## config.mk

```make
export PLATFORM = sky130hd
export DESIGN_NAME = midi_switch_router_note_release
export DESIGN_NICKNAME = d
export VERILOG_FILES = /design/src/rtl/msrnr_pkg.sv /design/src/rtl/midi_switch_router_note_release.sv /design/src/rtl/msrnr_ram.sv /design/src/rtl/msrnr_front.sv /design/src/rtl/msrnr_fifo.sv /design/src/rtl/msrnr_back.sv
export SDC_FILE = /design/constraint.sdc
export NUM_CORES = 2
export LEC_CHECK = 0
export BUFFER_PORTS_ARGS = -buffer_cell sky130_fd_sc_hd__buf_2
export CAP_MARGIN = 20
export CORE_ASPECT_RATIO = 0.5
export CORE_MARGIN = 1
export CORE_UTILIZATION = 30
export DETAILED_ROUTE_END_ITERATION = 10
export PLACE_DENSITY = 0.52
export SLEW_MARGIN = 40
export SYNTH_ARGS = -nofsm -noshare
export SYNTH_HDL_FRONTEND = slang
export SYNTH_HIERARCHICAL = 1
export SYNTH_SLANG_ARGS = --single-unit
```

## constraint.sdc

```tcl
create_clock -name i_clk -period 13.12 [get_ports i_clk]
set_input_delay 0.656 -clock i_clk [delete_from_list [all_inputs] [get_ports i_clk]]
set_output_delay 0.656 -clock i_clk [all_outputs]
set_load 0.02 [all_outputs]
```

## src/rtl/msrnr_pkg.sv

```systemverilog
// Shared types, sizes and codes for the MIDI switch router with note release.
package msrnr_pkg;

    // Bitmap geometry.
    localparam int CHANNELS          = 16;
    localparam int NOTES_PER_CHANNEL = 128;
    localparam int WORD_BITS         = 64;
    localparam int WORDS_PER_CHANNEL = NOTES_PER_CHANNEL / WORD_BITS;
    localparam int MAP_WORDS         = CHANNELS * WORDS_PER_CHANNEL;
    localparam int IDX_W             = (MAP_WORDS > 1) ? $clog2(MAP_WORDS) : 1;
    localparam int BIT_W             = $clog2(WORD_BITS);
    localparam int CH_W              = 4;

    // Command queue between the front and back parts.
    localparam int Q_DEPTH = 4;
    localparam int Q_AW    = $clog2(Q_DEPTH);

    // Input opcodes.
    localparam logic OP_MIDI   = 1'b0;
    localparam logic OP_TARGET = 1'b1;

    // Result kinds.
    localparam logic RES_FWD   = 1'b0;
    localparam logic RES_BATCH = 1'b1;

    // MIDI status high nibbles of interest.
    localparam logic [3:0] KIND_NOTE_OFF = 4'h8;
    localparam logic [3:0] KIND_NOTE_ON  = 4'h9;

    typedef logic [IDX_W-1:0]     t_idx;
    typedef logic [MAP_WORDS-1:0] t_nz;
    typedef logic [WORD_BITS-1:0] t_word;

    // One input transaction.
    typedef struct packed {
        logic       opcode;
        logic [1:0] source_port;
        logic [7:0] status_byte;
        logic [6:0] data_one;
        logic [6:0] data_two;
        logic [1:0] msg_length;
        logic       target_sel;
    } t_in;

    // One output transaction.
    typedef struct packed {
        logic        kind;
        logic        out_port;
        logic [7:0]  out_status;
        logic [6:0]  out_data_one;
        logic [6:0]  out_data_two;
        logic [1:0]  out_length;
        logic [3:0]  off_channel;
        logic        off_half;
        logic [63:0] off_mask;
        logic        last;
    } t_res;

    // Classified command handed from the front part to the back part.
    typedef struct packed {
        logic             is_target;
        logic             tsel;
        logic             is_note;
        logic             note_on;
        t_idx             idx;
        logic [BIT_W-1:0] bit_pos;
        logic [1:0]       port;
        logic [7:0]       status;
        logic [6:0]       d1;
        logic [6:0]       d2;
        logic [1:0]       len;
    } t_cmd;

endpackage

```

## src/rtl/midi_switch_router_note_release.sv

```systemverilog
// Top level of the MIDI switch router with note release on a routing change.
//
//   Channel   Direction  Signals                               Payload
//   input     in         i_in_valid, o_in_ready, i_in_data     msrnr_pkg::t_in
//   result    out        o_out_valid, i_out_ready, o_out_data  msrnr_pkg::t_res
//
// A note message passes through the back part as dequeue, map read, map write
// and, when routed, result register; any other message as dequeue and result
// register when routed. A target change that alters the target walks every map
// word, in a scan state for an empty word and a scan then a wait state for a
// word with active notes.
// Reset clears the active-word flags, so no clearing pass is run.
// The front accepts transactions while the back part is busy, until the
// four-entry queue fills; a stalled result holds only the back part.
module midi_switch_router_note_release (
    input  logic            i_clk,
    input  logic            i_rst_n,
    input  logic            i_in_valid,
    input  msrnr_pkg::t_in  i_in_data,
    output logic            o_in_ready,
    output logic            o_out_valid,
    output msrnr_pkg::t_res o_out_data,
    input  logic            i_out_ready
);
    import msrnr_pkg::*;

    logic front_valid;
    t_cmd front_cmd;
    logic q_full;
    logic q_empty;
    t_cmd q_cmd;
    logic q_pop;

    // Classification stage.
    msrnr_front u_front (
        .i_clk       (i_clk),
        .i_rst_n     (i_rst_n),
        .i_in_valid  (i_in_valid),
        .i_in_data   (i_in_data),
        .o_in_ready  (o_in_ready),
        .o_cmd_valid (front_valid),
        .o_cmd       (front_cmd),
        .i_cmd_ready (!q_full)
    );

    // Command queue.
    msrnr_fifo u_fifo (
        .i_clk   (i_clk),
        .i_rst_n (i_rst_n),
        .i_push  (front_valid),
        .i_data  (front_cmd),
        .o_full  (q_full),
        .i_pop   (q_pop),
        .o_data  (q_cmd),
        .o_empty (q_empty)
    );

    // Execution.
    msrnr_back u_back (
        .i_clk       (i_clk),
        .i_rst_n     (i_rst_n),
        .i_cmd_valid (!q_empty),
        .i_cmd       (q_cmd),
        .o_cmd_pop   (q_pop),
        .o_out_valid (o_out_valid),
        .o_out_data  (o_out_data),
        .i_out_ready (i_out_ready)
    );
endmodule

```

## src/rtl/msrnr_ram.sv

```systemverilog
// Generic single-write, single-read RAM with a registered read port.
module msrnr_ram #(
    parameter int WIDTH = 8,
    parameter int DEPTH = 2
) (
    input  logic                           i_clk,
    input  logic                           i_we,
    input  logic [$clog2(DEPTH > 1 ? DEPTH : 2)-1:0] i_waddr,
    input  logic [WIDTH-1:0]               i_wdata,
    input  logic [$clog2(DEPTH > 1 ? DEPTH : 2)-1:0] i_raddr,
    output logic [WIDTH-1:0]               o_rdata
);
    logic [WIDTH-1:0] r_mem [DEPTH];

    // Write port and registered read port.
    always_ff @(posedge i_clk) begin
        if (i_we) begin
            r_mem[i_waddr] <= i_wdata;
        end
        o_rdata <= r_mem[i_raddr];
    end
endmodule

```

## src/rtl/msrnr_front.sv

```systemverilog
// Front part: accepts input transactions and classifies them into commands.
module msrnr_front (
    input  logic            i_clk,
    input  logic            i_rst_n,
    input  logic            i_in_valid,
    input  msrnr_pkg::t_in  i_in_data,
    output logic            o_in_ready,
    output logic            o_cmd_valid,
    output msrnr_pkg::t_cmd o_cmd,
    input  logic            i_cmd_ready
);
    import msrnr_pkg::*;

    logic       r_valid;
    t_cmd       r_cmd;
    t_cmd       n_cmd;
    logic [3:0] ch;
    logic [3:0] kind;
    logic       ch_ok;

    // Decode the status byte and work out where a note event lands in the bitmap.
    always_comb begin
        ch    = i_in_data.status_byte[3:0];
        kind  = i_in_data.status_byte[7:4];
        ch_ok = ({1'b0, ch} < 5'(CHANNELS));

        n_cmd           = '0;
        n_cmd.is_target = (i_in_data.opcode == OP_TARGET);
        n_cmd.tsel      = i_in_data.target_sel;
        n_cmd.is_note   = (i_in_data.opcode == OP_MIDI) && ch_ok &&
                          ((kind == KIND_NOTE_ON) || (kind == KIND_NOTE_OFF));
        n_cmd.note_on   = (kind == KIND_NOTE_ON);
        n_cmd.idx       = IDX_W'({ch, i_in_data.data_one[6]});
        n_cmd.bit_pos   = i_in_data.data_one[BIT_W-1:0];
        n_cmd.port      = i_in_data.source_port;
        n_cmd.status    = i_in_data.status_byte;
        n_cmd.d1        = i_in_data.data_one;
        n_cmd.d2        = i_in_data.data_two;
        n_cmd.len       = i_in_data.msg_length;
    end

    // One holding stage in front of the queue.
    assign o_in_ready  = !r_valid || i_cmd_ready;
    assign o_cmd_valid = r_valid;
    assign o_cmd       = r_cmd;

    always_ff @(posedge i_clk) begin
        if (!i_rst_n) begin
            r_valid <= 1'b0;
        end else if (o_in_ready) begin
            r_valid <= i_in_valid;
        end
    end

    always_ff @(posedge i_clk) begin
        if (o_in_ready && i_in_valid) begin
            r_cmd <= n_cmd;
        end
    end
endmodule

```

## src/rtl/msrnr_fifo.sv

```systemverilog
// Short command queue between the front and back parts.
module msrnr_fifo (
    input  logic            i_clk,
    input  logic            i_rst_n,
    input  logic            i_push,
    input  msrnr_pkg::t_cmd i_data,
    output logic            o_full,
    input  logic            i_pop,
    output msrnr_pkg::t_cmd o_data,
    output logic            o_empty
);
    import msrnr_pkg::*;

    t_cmd          r_mem [Q_DEPTH];
    logic [Q_AW:0] r_wptr;
    logic [Q_AW:0] r_rptr;

    // Pointers carry one wrap bit to tell full from empty.
    assign o_empty = (r_wptr == r_rptr);
    assign o_full  = (r_wptr[Q_AW] != r_rptr[Q_AW]) &&
                     (r_wptr[Q_AW-1:0] == r_rptr[Q_AW-1:0]);
    assign o_data  = r_mem[r_rptr[Q_AW-1:0]];

    always_ff @(posedge i_clk) begin
        if (!i_rst_n) begin
            r_wptr <= '0;
            r_rptr <= '0;
        end else begin
            if (i_push && !o_full) begin
                r_wptr <= r_wptr + 1'b1;
            end
            if (i_pop && !o_empty) begin
                r_rptr <= r_rptr + 1'b1;
            end
        end
    end

    always_ff @(posedge i_clk) begin
        if (i_push && !o_full) begin
            r_mem[r_wptr[Q_AW-1:0]] <= i_data;
        end
    end
endmodule

```

## src/rtl/msrnr_back.sv

```systemverilog
// Back part: bitmap updates, forwarding and note-off release scans.
module msrnr_back (
    input  logic            i_clk,
    input  logic            i_rst_n,
    input  logic            i_cmd_valid,
    input  msrnr_pkg::t_cmd i_cmd,
    output logic            o_cmd_pop,
    output logic            o_out_valid,
    output msrnr_pkg::t_res o_out_data,
    input  logic            i_out_ready
);
    import msrnr_pkg::*;

    typedef enum logic [5:0] {
        ST_IDLE  = 6'b000001,
        ST_RD    = 6'b000010,
        ST_MOD   = 6'b000100,
        ST_FWD   = 6'b001000,
        ST_SCAN  = 6'b010000,
        ST_SWAIT = 6'b100000
    } t_state;

    t_state r_state;
    t_state n_state;
    t_idx   r_idx;
    t_idx   n_idx;
    t_cmd   r_cmd;
    logic   r_target;
    t_nz    r_nz;
    logic   r_ovalid;
    t_res   r_out;

    logic   out_free;
    logic   we;
    logic   load_out;
    logic   finish;
    t_res   res;
    t_word  rd_data;
    t_word  old_word;
    t_word  bit_vec;
    t_word  new_word;
    t_nz    lower_nz;
    logic   routed;
    t_res   fwd_res;
    t_res   batch_res;

    // Note bitmap; a word whose nonzero bit is clear reads as zero.
    msrnr_ram #(
        .WIDTH (WORD_BITS),
        .DEPTH (MAP_WORDS)
    ) u_map (
        .i_clk   (i_clk),
        .i_we    (we),
        .i_waddr (r_idx),
        .i_wdata (new_word),
        .i_raddr (r_idx),
        .o_rdata (rd_data)
    );

    // Read-modify-write value for a note event.
    always_comb begin
        old_word = r_nz[r_idx] ? rd_data : '0;
        bit_vec  = t_word'(1) << r_cmd.bit_pos;
        new_word = r_cmd.note_on ? (old_word | bit_vec) : (old_word & ~bit_vec);
    end

    // Candidate results.
    always_comb begin
        routed   = (r_cmd.port[1] == r_target);
        lower_nz = r_nz & ~(t_nz'('1) << r_idx);

        fwd_res              = '0;
        fwd_res.kind         = RES_FWD;
        fwd_res.out_port     = r_cmd.port[0];
        fwd_res.out_status   = r_cmd.status;
        fwd_res.out_data_one = r_cmd.d1;
        fwd_res.out_data_two = r_cmd.d2;
        fwd_res.out_length   = r_cmd.len;
        fwd_res.last         = 1'b1;

        batch_res             = '0;
        batch_res.kind        = RES_BATCH;
        batch_res.off_channel = CH_W'(r_idx >> 1);
        batch_res.off_half    = r_idx[0];
        batch_res.off_mask    = rd_data;
        batch_res.last        = (lower_nz == '0);
    end

    assign out_free = !r_ovalid || i_out_ready;

    // Sequencer.
    always_comb begin
        n_state   = r_state;
        n_idx     = r_idx;
        o_cmd_pop = 1'b0;
        we        = 1'b0;
        load_out  = 1'b0;
        finish    = 1'b0;
        res       = fwd_res;
        case (r_state)
            ST_IDLE: begin
                if (i_cmd_valid) begin
                    o_cmd_pop = 1'b1;
                    if (i_cmd.is_target) begin
                        if (i_cmd.tsel != r_target) begin
                            n_idx   = IDX_W'(MAP_WORDS - 1);
                            n_state = ST_SCAN;
                        end
                    end else if (i_cmd.is_note) begin
                        n_idx   = i_cmd.idx;
                        n_state = ST_RD;
                    end else begin
                        n_state = ST_FWD;
                    end
                end
            end
            ST_RD: begin
                n_state = ST_MOD;
            end
            ST_MOD: begin
                we      = 1'b1;
                n_state = routed ? ST_FWD : ST_IDLE;
            end
            ST_FWD: begin
                if (!routed) begin
                    n_state = ST_IDLE;
                end else if (out_free) begin
                    load_out = 1'b1;
                    n_state  = ST_IDLE;
                end
            end
            ST_SCAN: begin
                if (r_nz[r_idx]) begin
                    n_state = ST_SWAIT;
                end else if (r_idx == '0) begin
                    finish  = 1'b1;
                    n_state = ST_IDLE;
                end else begin
                    n_idx = r_idx - 1'b1;
                end
            end
            ST_SWAIT: begin
                res = batch_res;
                if (out_free) begin
                    load_out = 1'b1;
                    if (r_idx == '0) begin
                        finish  = 1'b1;
                        n_state = ST_IDLE;
                    end else begin
                        n_idx   = r_idx - 1'b1;
                        n_state = ST_SCAN;
                    end
                end
            end
            default: begin
                n_state = ST_IDLE;
            end
        endcase
    end

    // Control state.
    always_ff @(posedge i_clk) begin
        if (!i_rst_n) begin
            r_state  <= ST_IDLE;
            r_target <= 1'b0;
            r_nz     <= '0;
            r_ovalid <= 1'b0;
        end else begin
            r_state <= n_state;
            if (finish) begin
                r_target <= r_cmd.tsel;
                r_nz     <= '0;
            end else if (we) begin
                r_nz[r_idx] <= (new_word != '0);
            end
            if (load_out) begin
                r_ovalid <= 1'b1;
            end else if (i_out_ready) begin
                r_ovalid <= 1'b0;
            end
        end
    end

    // Payload registers.
    always_ff @(posedge i_clk) begin
        r_idx <= n_idx;
        if (o_cmd_pop) begin
            r_cmd <= i_cmd;
        end
        if (load_out) begin
            r_out <= res;
        end
    end

    assign o_out_valid = r_ovalid;
    assign o_out_data  = r_out;
endmodule

```

* Yosys cells after proc, flatten, opt, wreduce, memory -nomap -nowiden
Memory sizes are Yosys's and may differ from the RTL's. A register that Yosys moved wholly into a read port is not among the register bits.
Cells that the tools add are included.
** Storage, ports and cells
- Word-level logic and storage cells :: 140
- Register bits after elaboration :: 223
- Memories :: 2
- Memory bits (writable) :: 2212
** Memories
- u_back.u_map.r_mem :: words 32, bits a word 64, rd ports 1, clocked after memory_dff 1, wr ports 1, line msrnr_ram.sv:13 : logic [WIDTH-1:0] r_mem [DEPTH];
- u_fifo.r_mem :: words 4, bits a word 41, rd ports 1, clocked after memory_dff 1, wr ports 1, line msrnr_fifo.sv:14 : t_cmd r_mem [Q_DEPTH];
** Cells by class
- Bitwise logic cells :: 7
- Reductions and logical operators :: 21
- $lt $le $gt $ge :: 2
- Equal/unequal tests :: 20
- $add $sub $neg :: 3
- Multiplexer cells :: 46
- Shift operators :: 2
** Operators with widths (number)
- 2-to-1 mux 64 bit :: 2
- 2-to-1 mux 96 bit :: 1
- bitwise AND 64 bit :: 1
- inverter 64 bit :: 1
- OR 64 bit :: 1
- nonzero test 64 bit :: 1
- left shift 1 x 6 -> 64 bit, first input constant :: 1
- 2-to-1 mux 6 bit :: 8
- 2-to-1 mux 5 bit :: 8
- one-hot mux 6 bit (6 select lines) :: 1
- bitwise AND 32 bit :: 1
- bitwise mux 32 bit :: 1
- logical NOT 32 bit :: 1
- inverter 32 bit :: 1
- left shift 32 x 5 -> 32 bit, first input constant :: 1
- 2-to-1 mux 1 bit :: 16
- one-hot mux 5 bit (3 select lines) :: 1
- == test 4 bit, second input constant :: 2
- 2-to-1 mux 4 bit :: 2
- adder 3 x 1 -> 3 bit, second input constant :: 2
- == test 6 x 1 -> 1 bit, second input constant :: 1
- == test 6 x 2 -> 1 bit, second input constant :: 1
- == test 6 x 3 -> 1 bit, second input constant :: 1
- == test 6 x 4 -> 1 bit, second input constant :: 1
- 28 further kinds :: 44

* Depth between registers and ports, before layout
- Word-level depth :: 7
- Depth in mapped cells :: 12
- Depth with buffers taken out :: 10

* By module
The synthesis kept the hierarchy.
** By module, submodules not included
- msrnr_ram :: seq. area each 62780.2 um^2, area an instance 78964.5 um^2, times used 1, cells each 3097
- msrnr_back :: seq. area each 4854.7 um^2, area an instance 9839.4 um^2, times used 1, cells each 1035
- msrnr_fifo :: seq. area each 5084.9 um^2, area an instance 6465.0 um^2, times used 1, cells each 283
- msrnr_front :: seq. area each 920.9 um^2, area an instance 1062.3 um^2, times used 1, cells each 48
- midi_switch_router_note_release :: seq. area each 0.0 um^2, area an instance 7.5 um^2, times used 1, cells each 2

* Worst setup path before layout
Ideal clock, no wire load.
- Kind :: flip-flop to flip-flop
- From :: register u_back.r_state[2]
- To :: register u_back.r_out, in the netlist u_back/o_out_data[0] (enable)
- Setup time :: 552 ps
- Setup slack :: 7081 ps
- Period minus slack after synthesis :: 6039 ps
- Path buffers :: 2
- Arrival :: 5487 ps
- Cell stages (with the launch flop) :: 8
- Cells stage by stage :: dfxtp_1 nor3_1 nand3_1 inv_1 clkbuf_1 clkbuf_1 nor2_1 nor2_1
** Between the ends
- Word-level cells in the longest chain between the ends :: 2
** RTL lines
- start, declared :: line msrnr_back.sv:23 : t_state r_state;
- start signal, assigned :: line msrnr_back.sv:169 : r_state <= n_state;
- == test 6 bit / == test 6 x 4 -> 1 bit (equally long branches) :: line msrnr_back.sv:100 : case (r_state)
- one-hot mux 1 bit (2 select lines) * :: line msrnr_back.sv:100
- net u_back.load_out :: line msrnr_back.sv:35 : logic load_out;
- end signal, assigned :: line msrnr_back.sv:191 : r_out <= res;
- end, declared :: line msrnr_back.sv:31 : t_res r_out;
Mark *: on every way through the listed nets, which the timed path passes. The rest lies on a longest branch.
A chain may end at the register's enable or synchronous reset.

==> flow_metrics.env <==
export IMPL_wire_per_inst_um=29.3
export IMPL_drt_wl_total_mm=273
export IMPL_place_hpwl_mm=153
export IMPL_slew_headroom=0.360
export IMPL_rsz0062_at_grt="no"
export IMPL_synth_cell_types=79
export IMPL_end_kind="register"
export IMPL_power_leakage_nw=37.7
export IMPL_cts_tree="done"
export IMPL_die_area_mm2=0.324
export IMPL_worst_pin_slew_ps=958
export IMPL_grt_start_max_net_pins=116
export IMPL_vias=48680
export IMPL_hold_viol=0
export IMPL_cts_root_buffer="clkbuf_16"
export IMPL_crit_required_ps=13870
export IMPL_die_h_um=403
export IMPL_outcome="complete, no violations"
export IMPL_antenna_left=0
export IMPL_die_x_um=803
export IMPL_use_met2=0.266
export IMPL_arrival_ps=5710
export IMPL_ys_top_cells_by_count="edfxtp_1 (2377), mux4_2 (646), nor2_1 (131)"
export IMPL_drt_first_iter_violations=5830
export IMPL_clock_sinks=2490
export IMPL_synth_area_mm2=0.0963
export IMPL_comb_power_share=0.217
export IMPL_grt_pass1_vias=49202
export IMPL_cts_resized=0
export IMPL_power_frac_seq=0.450
export IMPL_synth_area_leaders="edfxtp_1 (74%), mux4_2 (15%), dfxtp_1 (2.3%)"
export IMPL_multiInputGateArea_mm2=0.0221
export IMPL_htreeDepth=4
export IMPL_fin_util=0.353
export IMPL_final_layout_size_suffix_gt1_frac=0.309
export IMPL_synthFlopType="edfxtp_1"
export IMPL_syn_num_nets=4509
export IMPL_crit_chain="buf_6, buf_4, buf_6, buf_12, buf_16, mux4_2, mux4_2, mux2_2"
export IMPL_cts_buffers=237
export IMPL_cp_max_fo=55
export IMPL_min_period_ps=4960
export IMPL_synth_seq_cells=2490
export IMPL_initial_core_util=0.303
export IMPL_use_met1=0.236
export IMPL_io_pins=130
export IMPL_drc=0
export IMPL_place_congestion=0.817
export IMPL_synth_most_common_cell="edfxtp_1"
export IMPL_holdCritPathClass="in -> reg"
export IMPL_clock_path_buffers=4
export IMPL_antenna_found_initial=5
export IMPL_synth_edf_count=2377
export IMPL_cp_slowest_cell="buf_4"
export IMPL_overflow=0
export IMPL_core_mm2=0.318
export IMPL_vias_per_cell=5.24
export IMPL_clkPwrFrac=0.333
export IMPL_fin_tns_setup_ps=0
export IMPL_track_usage=0.164
export IMPL_path_class="reg -> reg"
export IMPL_final_nets=4849
export IMPL_drv_max_cap_violation_count=0
export IMPL_rows=146
export IMPL_cts_clk_slew_worst_paths_ps=60
export IMPL_p_sw_frac=0.282
export IMPL_synth_async_reset_ratio=0
export IMPL_synthCells=4465
export IMPL_avgSynthCellArea_um2=21.6
export IMPL_peakVddDrop_v=0.000130
export IMPL_seq_area_frac_synth=0.764
export IMPL_cp_start_kind="register"
export IMPL_max_freq_mhz=202
export IMPL_yosys_area_top_type="edfxtp_1"
export IMPL_grt_use_met3=0.0228
export IMPL_switchingPower_mw=5.78
export IMPL_clock_skew_ps=111
export IMPL_setup_viol=0
export IMPL_clk_latency_ps=900
export IMPL_yosys_warnings=6
export IMPL_portBuffers=129
export IMPL_period_share=0.378
export IMPL_cp_slowest_stage_delay_ps=720
export IMPL_regArea_mm2=0.0736
export IMPL_fill_cells=29202
export IMPL_first_pass_iters=7
export IMPL_p_per_area_mw_per_mm2=183
export IMPL_synth_top_area_share=0.741
export IMPL_intPower_mw=14.7
export IMPL_syn_to_final_growth_pct=16.4
export IMPL_grt_busiest_layer="met2"
export IMPL_drv_slew=0
export IMPL_post_cts_buffers=0
export IMPL_grt_pass1_wl_mm=383
final timing paths:
| path | start | end | slack, ps | depth (start not counted) |
|---|---|---|---|---|
| worst max-delay path | u_back/r_idx[0] | u_back/u_map/o_rdata[56] | 8160 | 8 |
| worst min-delay path | i_in_data[17] | u_front/o_cmd[33] | 70 | 1 |
| worst max register to register | u_back/r_idx[0] | u_back/u_map/o_rdata[56] | 8160 | 8 |
| worst min register to register | u_front/o_cmd[8] | u_fifo/r_mem[3][8] | 460 | 0 |
registers in the layout, indices dropped and copies added (netlist names), 3 cells and up, named ones only:
| register | flops |
|---|---|
| u_back/u_map/o_rdata | 64 |
| u_back/r_idx | 5 |
| u_back/r_cmd | 9 |
| u_front/o_cmd | 30 |
| u_fifo/r_wptr | 3 |
| u_back/r_nz | 32 |
| u_fifo/r_rptr | 3 |
| u_back/o_out_data | 96 |
| u_back/u_map/r_mem | 2048 |
| u_back/r_state | 6 |
| u_fifo/r_mem | 164 |
| u_back/fwd_res | 25 |
through the flow:
step | hold slack (ps) | setup WS [ps] | area (um^2) | total power, mW | cells
after floorplan | 459 | 7080 | 96300 | 12.4 | 4465
after global placement | 471 | 7140 | 103000 | 13.8 | 8790
after detailed placement | 487 | 7990 | 104000 | 13.8 | 8819
after CTS | 6.55 | 7970 | 112000 | 20.7 | 9280
after global routing | 17.4 | 7730 | 112000 | 21.2 | 9293
final | 69.2 | 8160 | 112000 | 20.5 | 9296
cell usage in the layout, fill, tap and decap left out, types with 8 or more instances in the layout:
cell	count
o32ai_2	43
o22ai_4	11
buf_12	8
clkbuf_1	57
a221oi_1	18
nor2_4	35
nand3b_1	14
inv_1	25
buf_2	129
mux2_2	75
nand2_1	60
buf_8	17
clkbuf_16	239
clkinv_2	43
buf_4	134
nor3_1	84
a21oi_1	64
nand4_1	9
clkbuf_8	22
nand3_1	16
nor2b_1	16
edfxtp_1	2377
mux2i_1	54
buf_16	16
clkinv_1	26
nor4_1	8
nand2b_1	16
o22ai_1	26
dfxtp_1	111
ha_1	12
nor2_1	95
mux4_2	646
o21ai_0	117
clkinvlp_4	13
buf_6	41
dlygate4sd3_1	26
bufinv_16	19
and2_1	93
o211ai_1	8
what timing repair did:
item | in CTS | in global routing
endpoints found under the setup margin | 0 | 0
hold endpoints to repair | 26 | 0
hold buffers | 26 | 0
area by class of cell:
type / instances / area share
antenna: 3 / 0.0000670
clock buffer: 318 / 0.0579
clock inverter: 117 / 0.0103
inverter: 28 / 0.000949
multi-input combinational: 1677 / 0.197
sequential: 2490 / 0.657
tap: 4292 / 0.0479
timing repair buffer: 371 / 0.0288
worst max-delay path, delay by kind of cell (launching register included):
family	cells	cell delay, ps
flip-flops	1	620
multiplexers	3	1330
buffers and inverters	5	2710
power groups by stage:
stage | registers, mW | clock network, mW | logic, mW
floorplan | 9.17 | 0 | 3.18
global placement | 9.40 | 0 | 4.36
detailed placement | 9.39 | 0 | 4.45
CTS | 9.22 | 6.97 | 4.47
global route | 9.22 | 7.25 | 4.71
finish | 9.22 | 6.83 | 4.44
logic make-up after synthesis:
kind of cell	after synthesis	share of synthesized area
DFF	2490	0.764
muxes	775	0.165
and+or+nand+nor	513	0.0285
AOI/OAI and AO/OA	365	0.0245
buffers and inverters	298	0.0146
xor gates and xnor gates	12	0.00109
adders and majority gates	12	0.00156
per-layer routing:
layer	vias up	wire length [um]
met4	2	6690
met2	1984	130000
met3	381	17100
met5	-	13
li1	19452	-
met1	26861	119000
(Power assumes the default switching activity.)
